==> src/rtl/ftwa_pkg.sv <==
// shared types and constants for the flow table with aging
package ftwa_pkg;

    localparam int DEPTH_DEFAULT = 64;
    localparam int ACTIVE_W      = 7;
    localparam logic [31:0] INACT_RESET = 32'd180;

    localparam logic [1:0] ACT_INSERT  = 2'd0;
    localparam logic [1:0] ACT_FIND    = 2'd1;
    localparam logic [1:0] ACT_RELEASE = 2'd2;
    localparam logic [1:0] ACT_EXPIRE  = 2'd3;

    localparam logic [1:0] ST_OK   = 2'd0;
    localparam logic [1:0] ST_MISS = 2'd1;
    localparam logic [1:0] ST_FULL = 2'd2;

    typedef enum logic [3:0] {
        S_IDLE,
        S_LOOK,
        S_EXEC,
        S_RESP,
        S_OUT,
        S_SCAN_RD,
        S_SCAN_CMP,
        S_EMIT_SEL,
        S_EMIT_LD,
        S_EMIT_OUT
    } ftwa_state_t;

    typedef struct packed {
        logic cap;
        logic look;
        logic exec;
        logic resp;
        logic scan_start;
        logic scan_rd;
        logic scan_cmp;
        logic emit_rd;
        logic emit_ld;
    } ftwa_cmd_t;

    typedef struct packed {
        logic [1:0] action;
        logic       scan_end;
        logic       any_mark;
    } ftwa_sts_t;

    typedef struct packed {
        logic [31:0] key;
        logic [15:0] handle;
        logic [31:0] ftime;
    } ftwa_entry_t;

endpackage

==> src/rtl/ftwa_ctrl.sv <==
// request sequencer for the flow table
module ftwa_ctrl
(
    input  logic                clk,
    input  logic                rst_n,
    input  logic                s_tvalid,
    output logic                s_tready,
    output logic                m_tvalid,
    input  logic                m_tready,
    input  ftwa_pkg::ftwa_sts_t sts,
    output ftwa_pkg::ftwa_cmd_t cmd
);

    ftwa_pkg::ftwa_state_t state_reg;
    ftwa_pkg::ftwa_state_t state_next;

    always_ff @(posedge clk or negedge rst_n)
    begin
        if (!rst_n)
        begin
            state_reg <= ftwa_pkg::S_IDLE;
        end
        else
        begin
            state_reg <= state_next;
        end
    end

    always_comb
    begin
        state_next = state_reg;
        cmd        = '0;
        s_tready   = 1'b0;
        m_tvalid   = 1'b0;
        case (state_reg)
            ftwa_pkg::S_IDLE:
            begin
                s_tready = 1'b1;
                if (s_tvalid)
                begin
                    cmd.cap    = 1'b1;
                    state_next = ftwa_pkg::S_LOOK;
                end
            end
            ftwa_pkg::S_LOOK:
            begin
                if (sts.action == ftwa_pkg::ACT_EXPIRE)
                begin
                    cmd.scan_start = 1'b1;
                    state_next     = ftwa_pkg::S_SCAN_RD;
                end
                else
                begin
                    cmd.look   = 1'b1;
                    state_next = ftwa_pkg::S_EXEC;
                end
            end
            ftwa_pkg::S_EXEC:
            begin
                cmd.exec = 1'b1;
                if (sts.action == ftwa_pkg::ACT_INSERT)
                begin
                    state_next = ftwa_pkg::S_OUT;
                end
                else
                begin
                    state_next = ftwa_pkg::S_RESP;
                end
            end
            ftwa_pkg::S_RESP:
            begin
                cmd.resp   = 1'b1;
                state_next = ftwa_pkg::S_OUT;
            end
            ftwa_pkg::S_OUT:
            begin
                m_tvalid = 1'b1;
                if (m_tready)
                begin
                    state_next = ftwa_pkg::S_IDLE;
                end
            end
            ftwa_pkg::S_SCAN_RD:
            begin
                cmd.scan_rd = 1'b1;
                state_next  = ftwa_pkg::S_SCAN_CMP;
            end
            ftwa_pkg::S_SCAN_CMP:
            begin
                cmd.scan_cmp = 1'b1;
                if (sts.scan_end)
                begin
                    state_next = ftwa_pkg::S_EMIT_SEL;
                end
                else
                begin
                    state_next = ftwa_pkg::S_SCAN_RD;
                end
            end
            ftwa_pkg::S_EMIT_SEL:
            begin
                if (sts.any_mark)
                begin
                    cmd.emit_rd = 1'b1;
                    state_next  = ftwa_pkg::S_EMIT_LD;
                end
                else
                begin
                    state_next = ftwa_pkg::S_IDLE;
                end
            end
            ftwa_pkg::S_EMIT_LD:
            begin
                cmd.emit_ld = 1'b1;
                state_next  = ftwa_pkg::S_EMIT_OUT;
            end
            ftwa_pkg::S_EMIT_OUT:
            begin
                m_tvalid = 1'b1;
                if (m_tready)
                begin
                    state_next = ftwa_pkg::S_EMIT_SEL;
                end
            end
            default:
            begin
                state_next = ftwa_pkg::S_IDLE;
            end
        endcase
    end

endmodule

==> config.mk <==
export PLATFORM = sky130hd
export DESIGN_NAME = ftwa_ctrl
export DESIGN_NICKNAME = d
export VERILOG_FILES = /design/src/rtl/ftwa_pkg.sv /design/src/rtl/ftwa_ctrl.sv
export SDC_FILE = /design/constraint.sdc
export NUM_CORES = 1
export LEC_CHECK = 0
export BUFFER_PORTS_ARGS = -buffer_cell sky130_fd_sc_hd__buf_2
export CAP_MARGIN = 20
export CORE_AREA = 3 3 40 42
export CTS_CLUSTER_DIAMETER = 40
export DETAILED_ROUTE_END_ITERATION = 10
export DIE_AREA = 0 0 43 45
export GPL_TIMING_DRIVEN = 0
export PLACE_DENSITY = 0.58
export SKIP_LAST_GASP = 1
export SLEW_MARGIN = 10
export SYNTH_ARGS = -nofsm -noshare
export SYNTH_HDL_FRONTEND = slang
export SYNTH_SLANG_ARGS = --single-unit
==> constraint.sdc <==
create_clock -name clk -period 1.6 [get_ports clk]
set_clock_uncertainty 0.15 [all_clocks]
set_input_delay 0.16 -clock clk [delete_from_list [all_inputs] [get_ports clk]]
set_output_delay 0.16 -clock clk [all_outputs]
set_load 0.1 [all_outputs]
==> results.md <==
* Status: finished with violations
* Failing checks: negative setup slack
* Commonest non-fill, non-tap cells in the layout: buf_4, buf_6, nand2_1, buf_2, buf_12
* WL met3 at about 160 um
* Crit-path max cell delay at slightly above 400 ps
* Cells after synthesis at slightly below 60
* WHS Endpoint: state_reg[1]
* Synthesized area at 453 um2
* Initial antenna violation count at 0
* Pre-Repair DR Iteration Count at 4
* Clk root buf: clkbuf_4
* Register area share after synthesis at ~22%
* Commonest non-fill, non-tap cell in the layout: buf_4
* CP Depth at 4
* Highest metal used: met4
* Critical path class: register to output pin
* Avg Cell Area, Syn at around 7.7 um2
* Class of the tightest hold or removal check: input pin to register
* VDD IR max at about 1 mV
* CP Launch Type: register
* Syn nets at 67
* Cell variety after synth at 28
* FF-to-FF setup slack at 0 ps
* Initial DRC count at 13
* Static Leakage at 0.443 nW
* Setup WS post-layout at -122 ps
* Setup Viol. Count Final at 9
* Layout Utilization at 80.0%
* Crit. End Element: output pin
* Post-DP HPWL at 857 um
* Pwr Density at around 2000 nW/um2
* RePlAce Congestion at between 0.7 and 0.8
* Die W at roughly 43 um
* ANT nets after route at 0
* Routed len/inst at roughly 14 um
* Max-Cap Viols at 0
* Vias/cell at about 5.5
* M1 WL at roughly 640 um
* HP Start: sts[1]
* Unrepaired setup endpoints after global routing: yes
* Final hold viol count at 0
* Core area at ~1300 um2
* CTS tree: done
* R2r startpoint: state_reg[3]
* Max reg flops at 4
* DRC errors left at 0
* Cell Chain, Critical Path: buf_6, nor4_4, and2_4, buf_12
* Area grow syn2layout at 127%
* CP max-delay cell: dfrtp_2
* Vias in the first global route at roughly 600
* Seq cells post-synth at 4
* R2R depth at 6
* Max Freq at 581 MHz
* Total CTS buffers at 3
* Minimum clock period at around 1700 ps
* WL final at ~1700 um
* Max-slew violations at 0
* First-pass GRT wire length at between 2000 and 3000 um
* Number of port buffers at 18
* Final Cycle Share at 108%
* Top delay family on crit path: simple AND/OR/NAND/NOR gates
* H-tree levels at 1
* Worst Tran Pin Value at roughly 280 ps
* Clk slew on worst S/H paths at 30 ps
* Final Net Count at roughly 110
* Row cnt at 13
* Initial Utilization at between 30% and 40%
* Die H at between 40 and 50 um
* # diodes at 0
* Reg-to-Reg End: state_reg[0]
* WL met2 at between 800 and 900 um
* Worst Path Buf+Inv at 2
* Arr. time, crit path at between 1000 and 1500 ps
* Largest net degree at the start of global routing at 7
* Relative slew slack at 81.6%
* Vias at between 600 and 700
* Filler instances at slightly below 80
* Synth Warn # at 0
* Hold Path Cell Cnt at 3
* Critical Path RT at ~1300 ps
* Max Buffers Root-to-Sink at 2
* Worst-skew pair later-pin latency at between 200 and 250 ps
* Die ar. at between 1500 and 2000 um2
* Total GRT Usage at between 10% and 20%
* Clock sinks at 4
* WHS at approximately 47 ps
* I/O pins at 19
* CP max FO at 4
* GRT overflow at 0
* Share of cells above drive strength 1 at 67.3%
-- timing repair --
| item | in CTS | in global routing |
|---|---|---|
| resized for setup | 38 | 13 |
| hold endpoints to repair | 4 | 0 |
| setup buffers | 17 | 2 |
| pin swaps | 6 | 7 |
| endpoints found under the setup margin | 11 | 13 |
| hold buffers | 1 | 0 |
| cloned | 1 | 0 |
-- kinds of logic (layout without fill, tap and decap cells) --
family	after synthesis	count (layout)	synth area share [%]
and+or+nand+nor	34	34	46.1
AOI/OAI and AO/OA	16	16	21.5
buffers and inverters	5	47	10.2
DFF	4	4	22.1
-- worst max path at each step --
stage                      start  endpoint  slack [ps]
global placement    state_reg[3]  m_tvalid        -190
global route        state_reg[0]    cmd[8]        -190
floorplan           state_reg[2]    cmd[8]        -960
CTS                 state_reg[0]    cmd[8]        -130
finish              state_reg[0]    cmd[8]        -120
detailed placement  state_reg[2]    cmd[8]        -200
-- power by group --
part	switching, W	internal, W	total, W	leakage [nW]
sequential	0.0000250	0.000137	0.000162	0.0498
combinational	0.00103	0.000720	0.00175	0.379
clock	0.0000380	0.0000836	0.000122	0.0138
total	0.00109	0.000940	0.00203	0.443
-- layer usage --
layer  GRT usage [%]  vias up
met3            6.77        6
met2            29.6       40
met5               0        -
met4            4.82        0
li1                -      295
met1            21.2      294
-- tightest hold or removal path: cells and delay by family --
kind,cells,cell delay (ps)
buffers and inverters,1,90
AO/OA/AOI/OAI,1,80
AND/OR/NAND/NOR,1,40
-- synth_stat cells --
master / instances / share of area (%)
nand2b_1: 2 / 2.8
and2b_1: 1 / 1.7
o31ai_1: 2 / 3.3
a31oi_1: 1 / 1.4
nor2b_1: 1 / 1.4
nand3b_1: 1 / 1.7
a21oi_1: 5 / 5.5
buf_4: 1 / 1.7
dfrtp_1: 4 / 22
nor3_1: 2 / 2.2
nor2_1: 8 / 6.6
nor4_1: 1 / 1.4
nand2b_2: 1 / 1.9
nand3_1: 2 / 2.2
nor4b_1: 1 / 1.9
nand2_1: 7 / 5.8
nor2_2: 1 / 1.4
and2_1: 2 / 2.8
o31ai_2: 1 / 2.8
buf_6: 3 / 7.5
o21ai_0: 2 / 2.2
o22ai_1: 3 / 4.1
buf_2: 1 / 1.1
o21ai_1: 2 / 2.2
nand4bb_1: 1 / 2.5
nor3_2: 1 / 2.2
nor4_4: 1 / 4.7
nand2b_4: 1 / 3.0
-- through the flow --
| stage | cell area (um2) | instances | setup slack [ps] | power [W] | setup TNS, ps |
|---|---|---|---|---|---|
| floorplan | 536 | 59 | -958 | 0.00122 | -4470 |
| global placement | 644 | 92 | -186 | 0.00136 | -877 |
| detailed placement | 644 | 92 | -196 | 0.00136 | -785 |
| CTS | 968 | 114 | -129 | 0.00190 | -812 |
| global route | 1030 | 116 | -189 | 0.00212 | -1380 |
| finish | 1030 | 116 | -122 | 0.00203 | -796 |
-- layout make-up --
class                      count  area (um2)  area share [%]
buffer                         5        63.8            6.20
clock buffer                   3        22.5            2.19
multi-input combinational     50         409            39.8
sequential                     4         103            9.98
tap                           15        18.8            1.82
timing repair buffer          39         412            40.0
(Power assumes the default switching activity.)
